==> src/rtl/mcr_pkg.sv <==
// shared constants for the midpoint circle rasterizer
// no dependencies
`timescale 1ns / 1ps

package mcr_pkg;

  // default field widths
  localparam int COORD_BITS_DEF  = 10;
  localparam int RADIUS_BITS_DEF = 9;

  // group queue depth, power of two
  localparam int Q_DEPTH = 2;

  // command codes carried on in_tuser
  localparam logic CMD_START = 1'b0;
  localparam logic CMD_TICK  = 1'b1;

  // octant index of the final point of each group
  localparam logic [2:0] OCT_LAST = 3'd7;

endpackage

==> src/rtl/midpoint_circle_rasterizer_unit.sv <==
// channel   dir  payload                                      marker
// in_*      in   tdata: center_x, center_y, radius            tuser: command (0 start, 1 tick)
// out_*     out  tdata: point_x, point_y, octant              tlast: last, tuser: circle_done
//
// a start, or a tick while a circle is active, gives eight points, one per cycle while out_tready is
// high, from the back end's point generator; a new command can be taken before those points are out
// first point goes through the group queue and the output register; a tick while idle gives no points
// reset (rst_n low, synchronous) clears the circle state, the group queue and the output valid
// out_tready low holds the current point; the queue keeps two groups so commands keep coming
// top level of the midpoint circle rasterizer; uses mcr_pkg, mcr_front, mcr_queue, mcr_back
`timescale 1ns / 1ps

module midpoint_circle_rasterizer_unit
  import mcr_pkg::*;
#(
  parameter int COORD_BITS  = COORD_BITS_DEF,
  parameter int RADIUS_BITS = RADIUS_BITS_DEF,
  parameter int IN_W        = ((2 * COORD_BITS + RADIUS_BITS + 7) / 8) * 8,
  parameter int OUT_W       = ((2 * (COORD_BITS + 2) + 3 + 7) / 8) * 8
) (
  input  logic             clk,
  input  logic             rst_n,
  input  logic             in_tvalid,
  output logic             in_tready,
  input  logic [IN_W-1:0]  in_tdata,   // center_x, center_y, radius, zero fill
  input  logic             in_tuser,   // command
  output logic             out_tvalid,
  input  logic             out_tready,
  output logic [OUT_W-1:0] out_tdata,  // point_x, point_y, octant, zero fill
  output logic             out_tlast,
  output logic             out_tuser   // circle_done
);

  localparam int GRP_W    = 2 * COORD_BITS + 2 * RADIUS_BITS + 1;
  localparam int OUT_BITS = COORD_BITS + 2;

  logic             fq_valid, fq_ready;
  logic [GRP_W-1:0] fq_data;
  logic             qb_valid, qb_ready;
  logic [GRP_W-1:0] qb_data;

  logic signed [OUT_BITS-1:0] pt_x, pt_y;
  logic [2:0]                 pt_oct;

  // command intake and stepping
  mcr_front #(
    .COORD_BITS  (COORD_BITS),
    .RADIUS_BITS (RADIUS_BITS),
    .GRP_W       (GRP_W),
    .IN_W        (IN_W)
  ) u_front (
    .clk       (clk),
    .rst_n     (rst_n),
    .in_tvalid (in_tvalid),
    .in_tready (in_tready),
    .in_tdata  (in_tdata),
    .in_tuser  (in_tuser),
    .grp_valid (fq_valid),
    .grp_ready (fq_ready),
    .grp_data  (fq_data)
  );

  // group queue
  mcr_queue #(
    .WIDTH (GRP_W)
  ) u_queue (
    .clk        (clk),
    .rst_n      (rst_n),
    .push_valid (fq_valid),
    .push_ready (fq_ready),
    .push_data  (fq_data),
    .pop_valid  (qb_valid),
    .pop_ready  (qb_ready),
    .pop_data   (qb_data)
  );

  // point generation
  mcr_back #(
    .COORD_BITS  (COORD_BITS),
    .RADIUS_BITS (RADIUS_BITS),
    .GRP_W       (GRP_W),
    .OUT_BITS    (OUT_BITS)
  ) u_back (
    .clk       (clk),
    .rst_n     (rst_n),
    .grp_valid (qb_valid),
    .grp_ready (qb_ready),
    .grp_data  (qb_data),
    .pt_valid  (out_tvalid),
    .pt_ready  (out_tready),
    .pt_x      (pt_x),
    .pt_y      (pt_y),
    .pt_oct    (pt_oct),
    .pt_last   (out_tlast),
    .pt_done   (out_tuser)
  );

  // result packing
  assign out_tdata = OUT_W'({pt_oct, pt_y, pt_x});

endmodule

==> src/rtl/mcr_front.sv <==
// front end: takes commands, holds the circle state, runs one midpoint step per
// active tick and pushes a group for each start or active tick; uses mcr_pkg
`timescale 1ns / 1ps

module mcr_front
  import mcr_pkg::*;
#(
  parameter int COORD_BITS  = COORD_BITS_DEF,
  parameter int RADIUS_BITS = RADIUS_BITS_DEF,
  parameter int GRP_W       = 2 * COORD_BITS + 2 * RADIUS_BITS + 1,
  parameter int IN_W        = ((2 * COORD_BITS + RADIUS_BITS + 7) / 8) * 8
) (
  input  logic             clk,
  input  logic             rst_n,
  input  logic             in_tvalid,
  output logic             in_tready,
  input  logic [IN_W-1:0]  in_tdata,
  input  logic             in_tuser,
  output logic             grp_valid,
  input  logic             grp_ready,
  output logic [GRP_W-1:0] grp_data
);

  localparam int DEC_BITS = RADIUS_BITS + 3;

  logic                   act_r, act_nxt;
  logic [COORD_BITS-1:0]  cx_r, cx_nxt;
  logic [COORD_BITS-1:0]  cy_r, cy_nxt;
  logic [RADIUS_BITS-1:0] xo_r, xo_nxt;
  logic [RADIUS_BITS-1:0] yo_r, yo_nxt;
  logic [DEC_BITS-1:0]    dec_r, dec_nxt;

  logic                   is_start;
  logic                   accept;
  logic                   dec_neg;
  logic [RADIUS_BITS-1:0] x_inc;
  logic [RADIUS_BITS-1:0] y_dec;
  logic [DEC_BITS-1:0]    dec_add;
  logic                   done;

  assign is_start  = (in_tuser == CMD_START);
  assign in_tready = grp_ready;
  assign accept    = in_tvalid && in_tready;
  assign grp_valid = in_tvalid && (is_start || act_r);

  // one midpoint step
  assign dec_neg = dec_r[DEC_BITS-1];
  assign x_inc   = xo_r + 1'b1;
  assign y_dec   = yo_r - 1'b1;
  assign dec_add = dec_neg
                   ? ((DEC_BITS'(x_inc) << 1) + DEC_BITS'(1))
                   : (((DEC_BITS'(x_inc) - DEC_BITS'(y_dec)) << 1) + DEC_BITS'(1));

  // next state for start and tick
  always_comb begin
    act_nxt = act_r;
    cx_nxt  = cx_r;
    cy_nxt  = cy_r;
    xo_nxt  = xo_r;
    yo_nxt  = yo_r;
    dec_nxt = dec_r;
    if (is_start) begin
      cx_nxt  = in_tdata[COORD_BITS-1:0];
      cy_nxt  = in_tdata[2*COORD_BITS-1:COORD_BITS];
      xo_nxt  = '0;
      yo_nxt  = in_tdata[2*COORD_BITS+RADIUS_BITS-1:2*COORD_BITS];
      dec_nxt = DEC_BITS'(1) - DEC_BITS'(yo_nxt);
    end else if (act_r) begin
      xo_nxt  = x_inc;
      yo_nxt  = dec_neg ? yo_r : y_dec;
      dec_nxt = dec_r + dec_add;
    end
    done = (xo_nxt >= yo_nxt);
    if (is_start || act_r) begin
      act_nxt = !done;
    end
  end

  // descriptor of the group to emit
  assign grp_data = {done, yo_nxt, xo_nxt, cy_nxt, cx_nxt};

  // state registers
  always_ff @(posedge clk) begin
    if (!rst_n) begin
      act_r <= 1'b0;
      cx_r  <= '0;
      cy_r  <= '0;
      xo_r  <= '0;
      yo_r  <= '0;
      dec_r <= '0;
    end else if (accept) begin
      act_r <= act_nxt;
      cx_r  <= cx_nxt;
      cy_r  <= cy_nxt;
      xo_r  <= xo_nxt;
      yo_r  <= yo_nxt;
      dec_r <= dec_nxt;
    end
  end

endmodule

==> src/rtl/mcr_queue.sv <==
// short queue of group descriptors between front and back end
// uses mcr_pkg for the depth
`timescale 1ns / 1ps

module mcr_queue
  import mcr_pkg::*;
#(
  parameter int WIDTH = 39
) (
  input  logic             clk,
  input  logic             rst_n,
  input  logic             push_valid,
  output logic             push_ready,
  input  logic [WIDTH-1:0] push_data,
  output logic             pop_valid,
  input  logic             pop_ready,
  output logic [WIDTH-1:0] pop_data
);

  localparam int PTR_W = (Q_DEPTH > 1) ? $clog2(Q_DEPTH) : 1;
  localparam int CNT_W = $clog2(Q_DEPTH + 1);

  logic [WIDTH-1:0] slot_r [Q_DEPTH];
  logic [PTR_W-1:0] wr_ptr_r, wr_ptr_nxt;
  logic [PTR_W-1:0] rd_ptr_r, rd_ptr_nxt;
  logic [CNT_W-1:0] cnt_r, cnt_nxt;
  logic             do_push;
  logic             do_pop;

  assign push_ready = (cnt_r != CNT_W'(Q_DEPTH));
  assign pop_valid  = (cnt_r != '0);
  assign pop_data   = slot_r[rd_ptr_r];
  assign do_push    = push_valid && push_ready;
  assign do_pop     = pop_valid && pop_ready;

  // pointers wrap naturally since the depth is a power of two
  always_comb begin
    wr_ptr_nxt = do_push ? wr_ptr_r + 1'b1 : wr_ptr_r;
    rd_ptr_nxt = do_pop ? rd_ptr_r + 1'b1 : rd_ptr_r;
    cnt_nxt    = cnt_r;
    if (do_push && !do_pop) begin
      cnt_nxt = cnt_r + 1'b1;
    end else if (do_pop && !do_push) begin
      cnt_nxt = cnt_r - 1'b1;
    end
  end

  // control
  always_ff @(posedge clk) begin
    if (!rst_n) begin
      wr_ptr_r <= '0;
      rd_ptr_r <= '0;
      cnt_r    <= '0;
    end else begin
      wr_ptr_r <= wr_ptr_nxt;
      rd_ptr_r <= rd_ptr_nxt;
      cnt_r    <= cnt_nxt;
    end
  end

  // storage
  always_ff @(posedge clk) begin
    if (do_push) begin
      slot_r[wr_ptr_r] <= push_data;
    end
  end

endmodule

==> src/rtl/mcr_back.sv <==
// back end: expands each group descriptor into eight points, one per cycle
// while pt_ready is high, into an output register; uses mcr_pkg
`timescale 1ns / 1ps

module mcr_back
  import mcr_pkg::*;
#(
  parameter int COORD_BITS  = COORD_BITS_DEF,
  parameter int RADIUS_BITS = RADIUS_BITS_DEF,
  parameter int GRP_W       = 2 * COORD_BITS + 2 * RADIUS_BITS + 1,
  parameter int OUT_BITS    = COORD_BITS + 2
) (
  input  logic                       clk,
  input  logic                       rst_n,
  input  logic                       grp_valid,
  output logic                       grp_ready,
  input  logic [GRP_W-1:0]           grp_data,
  output logic                       pt_valid,
  input  logic                       pt_ready,
  output logic signed [OUT_BITS-1:0] pt_x,
  output logic signed [OUT_BITS-1:0] pt_y,
  output logic [2:0]                 pt_oct,
  output logic                       pt_last,
  output logic                       pt_done
);

  logic [COORD_BITS-1:0]  g_cx, g_cy;
  logic [RADIUS_BITS-1:0] g_x, g_y;
  logic                   g_done;
  logic [OUT_BITS-1:0]    cxo, cyo, u, v;
  logic                   load;

  logic                       val_r, val_nxt;
  logic [2:0]                 cnt_r, cnt_nxt;
  logic signed [OUT_BITS-1:0] px_r, py_r;
  logic [2:0]                 oct_r;
  logic                       last_r, done_r;

  assign {g_done, g_y, g_x, g_cy, g_cx} = grp_data;

  // load a new point when the output register is free or being taken
  assign load      = grp_valid && (!val_r || pt_ready);
  assign grp_ready = load && (cnt_r == OCT_LAST);

  // octant bit 2 swaps the offsets, bit 0 negates x, bit 1 negates y
  assign cxo = OUT_BITS'(g_cx);
  assign cyo = OUT_BITS'(g_cy);
  assign u   = cnt_r[2] ? OUT_BITS'(g_y) : OUT_BITS'(g_x);
  assign v   = cnt_r[2] ? OUT_BITS'(g_x) : OUT_BITS'(g_y);

  always_comb begin
    cnt_nxt = load ? cnt_r + 1'b1 : cnt_r;
    val_nxt = load ? 1'b1 : (pt_ready ? 1'b0 : val_r);
  end

  // control
  always_ff @(posedge clk) begin
    if (!rst_n) begin
      val_r <= 1'b0;
      cnt_r <= '0;
    end else begin
      val_r <= val_nxt;
      cnt_r <= cnt_nxt;
    end
  end

  // point payload
  always_ff @(posedge clk) begin
    if (load) begin
      px_r   <= cnt_r[0] ? (cxo - u) : (cxo + u);
      py_r   <= cnt_r[1] ? (cyo - v) : (cyo + v);
      oct_r  <= cnt_r;
      last_r <= (cnt_r == OCT_LAST);
      done_r <= (cnt_r == OCT_LAST) && g_done;
    end
  end

  assign pt_valid = val_r;
  assign pt_x     = px_r;
  assign pt_y     = py_r;
  assign pt_oct   = oct_r;
  assign pt_last  = last_r;
  assign pt_done  = done_r;

endmodule

==> config.mk <==
export PLATFORM = sky130hd
export DESIGN_NAME = midpoint_circle_rasterizer_unit
export DESIGN_NICKNAME = d
export VERILOG_FILES = /design/src/rtl/mcr_pkg.sv /design/src/rtl/midpoint_circle_rasterizer_unit.sv /design/src/rtl/mcr_front.sv /design/src/rtl/mcr_queue.sv /design/src/rtl/mcr_back.sv
export SDC_FILE = /design/constraint.sdc
export NUM_CORES = 1
export LEC_CHECK = 0
export BUFFER_PORTS_ARGS = -buffer_cell sky130_fd_sc_hd__buf_4
export CORE_MARGIN = 5
export CORE_UTILIZATION = 65
export CTS_BUF_LIST = sky130_fd_sc_hd__clkbuf_4 sky130_fd_sc_hd__clkbuf_8
export CTS_CLUSTER_SIZE = 16
export DETAILED_ROUTE_END_ITERATION = 8
export GPL_TIMING_DRIVEN = 0
export HOLD_SLACK_MARGIN = 0.12
export PLACE_DENSITY = 0.85
export SYNTH_ARGS = -nofsm -noshare
export SYNTH_HDL_FRONTEND = slang
export SYNTH_SLANG_ARGS = --single-unit
export TNS_END_PERCENT = 30
==> constraint.sdc <==
create_clock -name clk -period 8 [get_ports clk]
set_input_delay 0.8 -clock clk [delete_from_list [all_inputs] [get_ports clk]]
set_output_delay 0.8 -clock clk [all_outputs]
set_load 0.01 [all_outputs]
==> summary.md, run 1 <==
| Metric | Value |
|---|---|
| Crit path launch type | `flop` |
| Placement Rows | `45` |
| Yosys warns | `0` |
| Clock-pin transition on the worst setup and hold timing paths | `90 ps` |
| Final period utilization | `54.0%` |
| WL/cell | `18.4 um` |
| Post-synth cell types | `60` |
| Setup CP Type | `reg2reg` |
| Post-synthesis sequential area ratio | `43.8%` |
| Worst Path Max Fanout | `6` |
| CTS buffer count | `17` |
| Fin nets | `1,203` |
| Grt ovf | `0` |
| Largest net degree at the start of global routing | `40` |
| Initial Util | `66.2%` |
| Wire length of the first global-routing pass | `37,800 um` |
| Met3 usage | `4.43%` |
| VDD IR max | `0.157 mV` |
| H-tree depth | `4` |
| Peak Freq | `0.232 GHz` |
| Unrepaired setup endpoints after global routing | `no` |
| Most used DFF post-synth | `edfxtp_1` |
| Setup crit end | `u_front.dec_r[11]` |
| Final-report hold violation count | `0` |
| Worst path arrival time | `4680 ps` |
| Syn_area_per_cell | `10.0 um^2` |
| Synth Instances | `1,002` |
| Worst-case reg-to-reg path depth | `15` |
| Total Routing Usage GR | `26.7%` |
| Drt pass-1 iters | `6` |
| I/O Buffers | `63` |
| Drt first-iter violations | `522` |
| Die height | `134 um` |
| ANT cells | `0` |
| Non-Filler Instances | `1,290` |
| Post-Place Cells | `1,258` |
| FILL cells | `1,065` |
| Async SR Flop Fraction | `0%` |
| PwrDens | `213 nW/um^2` |
| CTS tree | `yes` |
| Area Overhead vs Synth | `11.9%` |
| Worst r2r src | `u_front.xo_r[0]` |
| Die width | `134 um` |
| Routed vias | `7,782` |
| R2R Path End | `u_front.dec_r[11]` |
| Outcome | `finished clean` |
| Number of flops mapped to enable cells by yosys | `107` |
| Max Slew Vio Count | `0` |
| Antenna Nets Post-Route | `0` |
| FF-to-FF setup slack | `3680 ps` |
| Worst-skew pair later-pin latency | `470 ps` |
| Post-Synthesis Cell Area | `10,100 um^2` |
| Crit end category | `flop` |
| # resized after CTS | `0` |
| Met2 Usage GRT | `45.7%` |
| Multi-input gate area | `5260 um^2` |
| Post-Route WL | `23,700 um` |
| I/O Pins | `73` |
| Die area | `18,100 um^2` |
| Root Buffer | `clkbuf_8` |
| Setup violators final | `0` |
| Setup crit start | `u_front.xo_r[0]` |
| Setup bufs post-CTS | `0` |
| Met1 Use GR | `33.1%` |
| Final Critical Period | `4320 ps` |
| Max cap viols | `0` |
| Crit path required time | `8360 ps` |
| GP Congestion | `0.957` |
| Reg area | `4410 um^2` |
| Static Leak | `4.65 nW` |
| CTS max path bufs | `2` |
| Core area | `15,200 um^2` |
| Detailed placement HPWL | `17,700 um` |
| Via density | `6.03` |
| Remaining DRCs | `0` |
| CTS Sinks | `167` |
| GR peak layer | `met2` |
| Slew headroom | `37.6%` |
| Worst Tran Pin Value | `936 ps` |
| Layout cells sized above 1 | `16.2%` |
| Vias in the first global route | `7,450` |
| Initial antenna violation count | `0` |
| Worst hold path class | `reg2reg` |
| Total negative setup slack | `0 ps` |
| Post-CTS Hold Buffers | `0` |
| FF+latch count, synth | `167` |
| Worst Skew | `13.1 ps` |
[kinds of logic after synthesis]
kind of cell / after synthesis / share of synthesized area (%)
multiplexers: 68 / 7.64
AND/OR/NAND/NOR: 291 / 13.4
XOR/XNOR: 65 / 5.66
adder cells (fa/ha/maj): 77 / 10.0
other: 1 / 0.0372
buffers and inverters: 102 / 4.25
flip-flops: 167 / 43.8
AO/OA/AOI/OAI: 231 / 15.2
[synth_stat cells, types with 8 or more instances]
cell type    n  area, um^2
o31ai_1     12        90.1
o211ai_1    10        75.1
xor2_1      34         298
mux2i_1     18         180
o21ai_0     36         180
ha_1        71         888
mux2_2      47         529
clkbuf_1    27         101
or2_2       11        68.8
o21a_1      13        97.6
edfxtp_1   107        3210
nand3_1     13        65.1
inv_1       52         195
nor2_1      59         221
and2_1      10        62.6
a21o_1      19         143
xnor2_1     31         272
o21bai_1     8        60.1
a21oi_1     61         305
and3_1       9        56.3
nor3_1      15        75.1
dfxtp_1     60        1200
buf_1        8        30.0
nor2b_1     20         125
nand2_1    128         480
a21boi_0    38         285
[worst min path at each step]
stage | start | end | slack (ps) | cells past startpoint
6_report | u_front.cy_r[7] | u_front.cy_r[7] | 470 | 2
5_1_grt | u_front.cy_r[5] | u_front.cy_r[5] | 490 | 2
4_1_cts | u_front.cx_r[8] | u_front.cx_r[8] | 470 | 2
3_5_place_dp | u_front.cx_r[8] | u_front.cx_r[8] | 460 | 2
3_3_place_gp | u_front.cx_r[4] | u_front.cx_r[4] | 450 | 2
2_1_floorplan | u_front.cx_r[0] | u_front.cx_r[0] | 440 | 2
[final cells by class]
class                      instances  area share [%]
clock inverter                    15            1.78
sequential                       167            39.2
timing repair buffer              64            4.38
multi-input combinational        737            46.7
clock buffer                      17            2.08
inverter                          53            1.77
tap                              188            2.09
buffer                            49            2.03
[critical path, cell delays in order (launching register included)]
cell and delay [ps]:
dfxtp_1 460, ha_1 250, and3_1 240, and3_1 260, xor2_1 290, ha_1 330, a21o_1 230, o41ai_1 510
xor2_1 200, a21oi_1 120, ha_1 390, nand2_1 70, a211oi_1 330, o211ai_1 210, a32oi_1 220, nand3_1 90
[per-layer routing]
layer  part of all wire, %  vias up
met5                     0        -
met4                   3.8        0
met3                   6.3       60
met2                    50      309
met1                    40     3690
li1                      -     3723
[power by group]
| group | total, mW | internal (mW) | switching [mW] |
|---|---|---|---|
| Sequential | 1.05 | 1.01 | 0.0351 |
| Combinational | 0.683 | 0.290 | 0.393 |
| Clock | 0.664 | 0.342 | 0.321 |
[state kept, by name, summed over array words and instances, names as in the netlist, named ones only]
register,cells
u_back.cnt_r,3
u_back.pt_done,1
u_back.pt_last,1
u_back.pt_oct,3
u_back.pt_valid,1
u_back.pt_x,12
u_back.pt_y,12
u_front.act_r,1
u_front.cx_r,10
u_front.cy_r,10
u_front.dec_r,12
u_front.xo_r,9
u_front.yo_r,9
u_queue.cnt_r,2
u_queue.rd_ptr_r,1
u_queue.slot_r,78
u_queue.wr_ptr_r,1
[metrics by stage]
step	hold WS, ps	total power [mW]	worst slack (ps)	instance area, um^2	util (%)
after global placement	447	1.72	3470	10800	71.0
after global routing	493	2.52	3420	11300	74.1
after detailed placement	457	1.74	3810	10800	71.2
after floorplan	440	1.54	4470	10100	-
final	468	2.40	3680	11300	74.1
after CTS	469	2.39	3770	11300	74.1
[cell usage in the layout (no fill, tap or decap), types with 38 or more instances in the layout]
master and count:
a21oi_1 61, a21boi_0 38, ha_1 71, nand2_1 128, inv_1 52, nor2_1 57
edfxtp_1 107, dfxtp_1 60, buf_4 69, mux2_2 47
(Power assumes the default switching activity.)
==> run 2: changes to the inputs <==
- ABC_AREA: unset -> 1
- CORE_UTILIZATION: 65 -> 57
- PLACE_DENSITY: 0.85 -> 0.79
- clock period: 8 -> 3.95 ns (I/O delays scaled with it)
==> summary.md, run 2 <==
| Metric | Value |
|---|---|
| Crit path required time | `4310 ps (-4050 ps)` |
| Async SR Flop Fraction | `0% (unchanged)` |
| Root Buffer | `clkbuf_8` |
| Total negative setup slack | `0 ps (unchanged)` |
| CP Cell Sequence | `inv_1, ha_1, nand3_2, xor2_2, inv_1, ha_4, nand2_1, o211ai_1, nand3_1, nand2_1, nand2_1, nand3_1, nand2_1, ha_1, nand2_1, nor2_1, nand2_1, nor2_2, inv_1, nand3_1, nand2_1, nand3_1, a21oi_1` |
| Layout cells sized above 1 | `16.5% (+0.38 points)` |
| CTS tree | `yes` |
| Via density | `5.43 (-9.9%)` |
| Worst hold path class | `in2reg` |
| Cell-internal power | `3.34 mW (+100%)` |
| Outcome | `finished clean` |
| Synth cell count leaders | `275 x nand2_1, 164 x inv_1, 118 x a21oi_1` |
| Switch share | `37.8% (+6.6 points)` |
| WHS Endpoint | `u_front.cx_r[6]` |
| Routed vias | `8,801 (+13%)` |
| Buf+Inv Stages, Crit Path | `3 (+3)` |
| Post-synthesis sequential area ratio | `42.3% (-1.6 points)` |
| Antenna Nets Post-Route | `0 (unchanged)` |
| Cell with the most instances after synthesis | `nand2_1` |
| Setup bufs post-CTS | `0 (unchanged)` |
| Number of flops mapped to enable cells by yosys | `107 (unchanged)` |
| Syn_area_per_cell | `8.10 um^2 (-19%)` |
| Post-synth cell types | `48 (-20%)` |
| Remaining DRCs | `0 (unchanged)` |
| Most frequent cells in the layout | `275 x nand2_1, 164 x inv_1, 117 x a21oi_1` |
| Register share of total power | `40.3% (-3.5 points)` |
| Initial Util | `57.9% (-8.3 points)` |
| Drt pass-1 iters | `7 (+1)` |
| CTS buffer count | `17 (unchanged)` |
| Fin nets | `1,492 (+24%)` |
| Clock-pin transition on the worst setup and hold timing paths | `100 ps (about the same)` |
| WL/cell | `15.9 um (-13%)` |
| Dominant cell type by area after synthesis | `edfxtp_1` |
| Non-Filler Instances | `1,620 (+26%)` |
| FF+latch count, synth | `167 (unchanged)` |
| VDD IR max | `0.259 mV (+65%)` |
| I/O Buffers | `64 (+1.6%)` |
| Max stage delay cell, worst path | `dfxtp_1` |
| Largest register FFs | `78 (unchanged)` |
| Static Leak | `5.39 nW (+16%)` |
| Worst hold start | `rst_n` |
| Largest register by flop count | `u_queue.slot_r` |
| Final Util | `65.1% (-9.0 points)` |
| Slew headroom | `49.8% (+12 points)` |
| Worst Path Max Fanout | `5 (-1)` |
| Placement Rows | `49 (+8.9%)` |
| CP max stage delay | `400 ps (-110 ps)` |
| Area Overhead vs Synth | `12.4%` |
| Die width | `145 um (+8.1%)` |
| CTS Sinks | `167 (unchanged)` |
| Most common cell after layout, fill and taps aside | `nand2_1` |
| Wire length of the first global-routing pass | `41,700 um (+10%)` |
| Crit path launch type | `flop` |
| Logic gate share of total power | `36.4% (+7.9 points)` |
| Post-Place Cells | `1,588 (+26%)` |
| GP Congestion | `0.899 (-6.1%)` |
| Max Slew Vio Count | `0 (unchanged)` |
| I/O Pins | `73 (unchanged)` |
| Grt ovf | `0 (unchanged)` |
| # resized after CTS | `0 (unchanged)` |
| Worst Skew | `13.6 ps (+0.527 ps)` |
| Initial antenna violation count | `0 (unchanged)` |
| Final-report hold violation count | `0 (unchanged)` |
| Most area-consuming cells after synthesis | `edfxtp_1 31%, dfxtp_1 12%, nand2_1 9.9%` |
| Setup CP Type | `reg2reg` |
| Worst-case reg-to-reg path depth | `23 (+8)` |
| Peak Freq | `0.276 GHz (+19%)` |
| Unrepaired setup endpoints after global routing | `no` |
| Setup violators final | `0 (unchanged)` |
| Crit end category | `flop` |
| CTS max path bufs | `2 (unchanged)` |
| Worst path top cell family by delay | `simple AND/OR/NAND/NOR gates` |
| Worst Tran Pin Value | `753 ps (-183 ps)` |
| Post-Synthesis Cell Area | `10,400 um^2 (+3.7%)` |
| CP most frequent cell | `nand2_1` |
| ANT cells | `0 (unchanged)` |
| Max cap viols | `0 (unchanged)` |
| Detailed placement HPWL | `20,300 um (+14%)` |
| Worst path arrival time | `3980 ps (-700 ps)` |
| Final period utilization | `91.8% (+38 points)` |
| Yosys warns | `0 (unchanged)` |
| Synth Instances | `1,288 (+29%)` |
| Largest net degree at the start of global routing | `34 (-15%)` |
| Top cell type's share of synthesized area | `30.8% (-1.1 points)` |
| Hold depth | `3 (+1)` |
| Overall Power | `5.38 mW (+120%)` |
| R2R Path End | `u_front.dec_r[11]` |
| Drt first-iter violations | `716 (+37%)` |
| Die area | `21,100 um^2 (+17%)` |
| Worst-skew pair later-pin latency | `470 ps (about the same)` |
| Die height | `145 um (+8.1%)` |
| Core area | `18,000 um^2 (+19%)` |
| Vias in the first global route | `8,331 (+12%)` |
| Final Critical Period | `3620 ps (-694 ps)` |
| FF-to-FF setup slack | `330 ps (-3360 ps)` |
| Post-Route WL | `25,800 um (+8.7%)` |
| FILL cells | `1,582 (+49%)` |
| Worst r2r src | `u_front.yo_r[1]` |
| Post-CTS Hold Buffers | `0 (unchanged)` |
| PwrDens | `458 nW/um^2 (+120%)` |
| Total Routing Usage GR | `24.2% (-2.5 points)` |
| Worst Setup Slack, final | `326 ps (-3360 ps)` |
| Most used DFF post-synth | `edfxtp_1` |
| Clock Power Share | `23.3% (-4.4 points)` |
| Placement Setup Slack | `89.4 ps (-3720 ps)` |
| H-tree depth | `4 (unchanged)` |
| Psw | `2.04 mW (+170%)` |
[run 2: cell count changes in the layout (fill, tap and decap cells not counted), moves of 40 or more]
cell     delta
nand2_1   +147
inv_1     +112
o21ai_1   +101
a21oi_1    +56
mux2_2     -47
nand3_1    +42
inv_2      +40
[run 2: stage by stage]
stage / hold WS [ps] / instance area, um^2
CTS: 211 / 11700
global placement: 437 / 11200
floorplan: 430 / 10500
detailed placement: 445 / 11300
finish: 225 / 11700
global route: 241 / 11700
[run 2: layer usage]
metal  vias up  share of wire (%)  wire [um]  track usage (%)
li1       4425                  -          -                -
met1      4045                 43      11200             31.2
met2       273                 47      12100             40.3
met3        58                6.2       1600             4.65
met4         0                3.6        916             9.70
met5         -                  0          0                0
[run 2: cell families (layout without fill, tap and decap cells)]
logic type	Yosys count	count (layout)	share of synthesized area, %
AND/OR/NAND/NOR	441	441	18.4
AO/OA/AOI/OAI	315	315	16.6
buffers and inverters	253	352	9.91
flip-flops	167	167	42.3
adder cells (fa/ha/maj)	77	77	9.66
XOR/XNOR	31	31	2.89
multiplexers	3	3	0.288
other	1	5	0.0359
[run 2: tightest hold or removal path, delay by kind of cell]
kind            cells  cell delay, ps
buf+inv             1             150
compound gates      2             110
[run 2: area by class of cell]
class | count | area [um^2] | area share [%]
buffer | 48 | 265 | 2.26
clock buffer | 18 | 248 | 2.11
clock inverter | 14 | 156 | 1.33
inverter | 205 | 769 | 6.56
multi-input combinational | 872 | 5050 | 43.1
sequential | 167 | 4420 | 37.6
tap | 229 | 287 | 2.44
timing repair buffer | 67 | 541 | 4.61
[run 2: worst max-delay path by stage]
stage | startpoint | to | cells past startpoint
floorplan | u_front.yo_r[0] | u_front.dec_r[11] | 25
global placement | in_tuser | u_queue.slot_r[1][28] | 6
detailed placement | u_front.yo_r[0] | u_front.dec_r[11] | 23
CTS | u_front.yo_r[0] | u_front.dec_r[11] | 23
global route | u_front.yo_r[0] | u_front.dec_r[11] | 25
finish | u_front.yo_r[1] | u_front.dec_r[11] | 23
[run 2: power by group through the flow]
stage / combinational, mW / sequential [mW] / clock [mW]
after floorplan: 1.35 / 2.23 / 0
after global placement: 1.86 / 2.20 / 0
after detailed placement: 1.93 / 2.21 / 0
after CTS: 1.93 / 2.17 / 1.27
after global routing: 2.21 / 2.19 / 1.34
final: 1.96 / 2.17 / 1.26
==> run 3: changes to the inputs <==
- CORE_UTILIZATION: 57 -> 56
- CTS_BUF_LIST: sky130_fd_sc_hd__clkbuf_4 sky130_fd_sc_hd__clkbuf_8 -> sky130_fd_sc_hd__clkbuf_16
- PLACE_DENSITY: 0.79 -> 0.78
==> summary.md, run 3 (synthesis gave the netlist of run 2 again) <==
| Metric | Value |
|---|---|
| Outcome | `finished clean` |
| Die area | `21,500 um^2 (+1.7%)` |
| Largest register FFs | `78 (unchanged)` |
| Setup bufs post-CTS | `0 (unchanged)` |
| Vias in the first global route | `8,416 (+1.0%)` |
| CTS Sinks | `167 (unchanged)` |
| Worst path arrival time | `3900 ps (-80 ps)` |
| Worst Tran Pin Value | `798 ps (+45.0 ps)` |
| CTS buffer count | `17 (unchanged)` |
| Post-CTS Hold Buffers | `0 (unchanged)` |
| Die width | `147 um (+0.83%)` |
| Most common cell after layout, fill and taps aside | `nand2_1` |
| I/O Buffers | `64 (unchanged)` |
| Clock-pin transition on the worst setup and hold timing paths | `70 ps (-30 ps)` |
| ANT cells | `0 (unchanged)` |
| H-tree depth | `4 (unchanged)` |
| Max stage delay cell, worst path | `dfxtp_2` |
| Slew headroom | `46.8% (-3.0 points)` |
| Post-Place Cells | `1,593 (+0.31%)` |
| Layout cells sized above 1 | `16.2% (-0.29 points)` |
| Setup crit start | `u_front.yo_r[0]` |
| VDD IR max | `0.335 mV (+29%)` |
| Initial Util | `56.4% (-1.5 points)` |
| CP Cell Sequence | `inv_1, ha_1, nand3_2, xor2_1, inv_1, ha_1, a21oi_1, nand2_1, a21oi_2, or2_1, nand3_1, o21ai_1, inv_1, ha_1, nand2_1, nor2_1, nand2_1, nor2_1, inv_1, nand3_1, nand2_1, nand3_1, a21oi_1` |
| Worst-skew pair later-pin latency | `430 ps (-40 ps)` |
| Final-report hold violation count | `0 (unchanged)` |
| Detailed placement HPWL | `20,300 um (+0.18%)` |
| Placement Rows | `50 (+2.0%)` |
| CP max stage delay | `390 ps (about the same)` |
| Initial antenna violation count | `0 (unchanged)` |
| Non-Filler Instances | `1,625 (+0.31%)` |
| Final Critical Period | `3600 ps (-26.6 ps)` |
| Buf+Inv Stages, Crit Path | `4 (+1)` |
| Worst-case reg-to-reg path depth | `23 (unchanged)` |
| Setup violators final | `0 (unchanged)` |
| CTS max path bufs | `2 (unchanged)` |
| Static Leak | `5.46 nW (+1.3%)` |
| Largest register by flop count | `u_queue.slot_r` |
| CTS tree | `yes` |
| Drt first-iter violations | `728 (+1.7%)` |
| Max Slew Vio Count | `0 (unchanged)` |
| Grt ovf | `0 (unchanged)` |
| Core area | `18,500 um^2 (+2.7%)` |
| Design Area, Final | `11,900 um^2 (+1.1%)` |
| I/O Pins | `73 (unchanged)` |
| Worst r2r src | `u_front.yo_r[0]` |
| Crit path launch type | `flop` |
| Via density | `5.47 (+0.64%)` |
| Die height | `147 um (+0.83%)` |
| Antenna Nets Post-Route | `0 (unchanged)` |
| R2R Path End | `u_front.dec_r[11]` |
| Worst hold path class | `in2reg` |
| Largest net degree at the start of global routing | `34 (unchanged)` |
| Total Routing Usage GR | `24.3% (+0.12 points)` |
| Worst Skew | `12.7 ps (-0.861 ps)` |
| Remaining DRCs | `0 (unchanged)` |
| Final period utilization | `91.1% (-0.67 points)` |
| Post-Route WL | `26,000 um (+0.87%)` |
| WL/cell | `16.0 um (+0.56%)` |
| Overall Power | `5.70 mW (+6.0%)` |
| Wire length of the first global-routing pass | `42,000 um (+0.71%)` |
| Root Buffer | `clkbuf_16` |
| Area Overhead vs Synth | `13.7%` |
| Most frequent cells in the layout | `275 x nand2_1, 164 x inv_1, 117 x a21oi_1` |
| Unrepaired setup endpoints after global routing | `no` |
| FF-to-FF setup slack | `350 ps (+30 ps)` |
| Cell Area, Placed | `11,300 um^2 (about the same)` |
| Setup crit end | `u_front.dec_r[11]` |
| Peak Freq | `0.278 GHz (+0.74%)` |
| Worst Path Max Fanout | `5 (unchanged)` |
| Routed vias | `8,885 (+0.95%)` |
| Hold depth | `3 (unchanged)` |
| CP Depth | `23 (unchanged)` |
| Crit path required time | `4260 ps (-50 ps)` |
| Final Util | `64.1% (-1.0 points)` |
| Setup CP Type | `reg2reg` |
| Crit end category | `flop` |
| Drt pass-1 iters | `5 (-2)` |
| Fin nets | `1,492 (unchanged)` |
| GP Congestion | `0.929 (+3.4%)` |
| Max cap viols | `0 (unchanged)` |
| Worst path top cell family by delay | `simple AND/OR/NAND/NOR gates` |
| PwrDens | `480 nW/um^2 (+4.8%)` |
run 3: layout make-up:
| class | count | area (um^2) |
|---|---|---|
| buffer | 48 | 265 |
| clock buffer | 17 | 425 |
| clock inverter | 15 | 129 |
| fill | 1602 | 6650 |
| inverter | 205 | 769 |
| multi-input combinational | 872 | 5030 |
| sequential | 167 | 4420 |
| tap | 234 | 293 |
| timing repair buffer | 67 | 541 |
run 3: worst min path at each step:
stage | start | endpoint | slack [ps]
6_report | rst_n | u_front.cx_r[5] | 280
3_3_place_gp | u_front.cx_r[5] | u_front.cx_r[5] | 440
3_5_place_dp | u_front.cx_r[5] | u_front.cx_r[5] | 450
2_1_floorplan | u_front.cx_r[4] | u_front.cx_r[4] | 430
5_1_grt | rst_n | u_front.cx_r[5] | 280
4_1_cts | rst_n | u_front.cx_r[5] | 260
run 3: stage by stage:
step                TNS [ps]  setup WS, ps  hold WS, ps
finish                     0           352          277
global route               0          20.6          280
floorplan                  0           813          430
detailed placement         0           201          447
global placement       -3010         -74.6          439
CTS                        0           182          263
run 3: report_power, final:
part	switching [mW]	leakage, nW	total, mW	internal, mW
logic	1.25	3.68	1.95	0.704
clock network	0.752	0.279	1.58	0.830
registers	0.0775	1.50	2.17	2.09
total	2.08	5.46	5.70	3.63
run 3: routing by layer:
layer  vias up  routed length, um  share of wire [%]  global-route usage [%]
met3        38               1820                7.0                    4.53
met1      4095              11300                 43                    32.3
met2       314              12300                 47                    40.8
met4         0                587                2.3                    7.34
met5         -                  0                  0                       0
li1       4438                  -                  -                       -
run 3: tightest hold or removal path: stages:
cell,delay [ps]
buf_4,150
o21ai_1,80
a21oi_1,40
run 3: repair_timing:
| item | 4_1_cts | 5_1_grt |
|---|---|---|
| endpoints found under the setup margin | 0 | 4 |
| gates resized for setup | 0 | 3 |
| endpoints found under the hold margin | 0 | 0 |
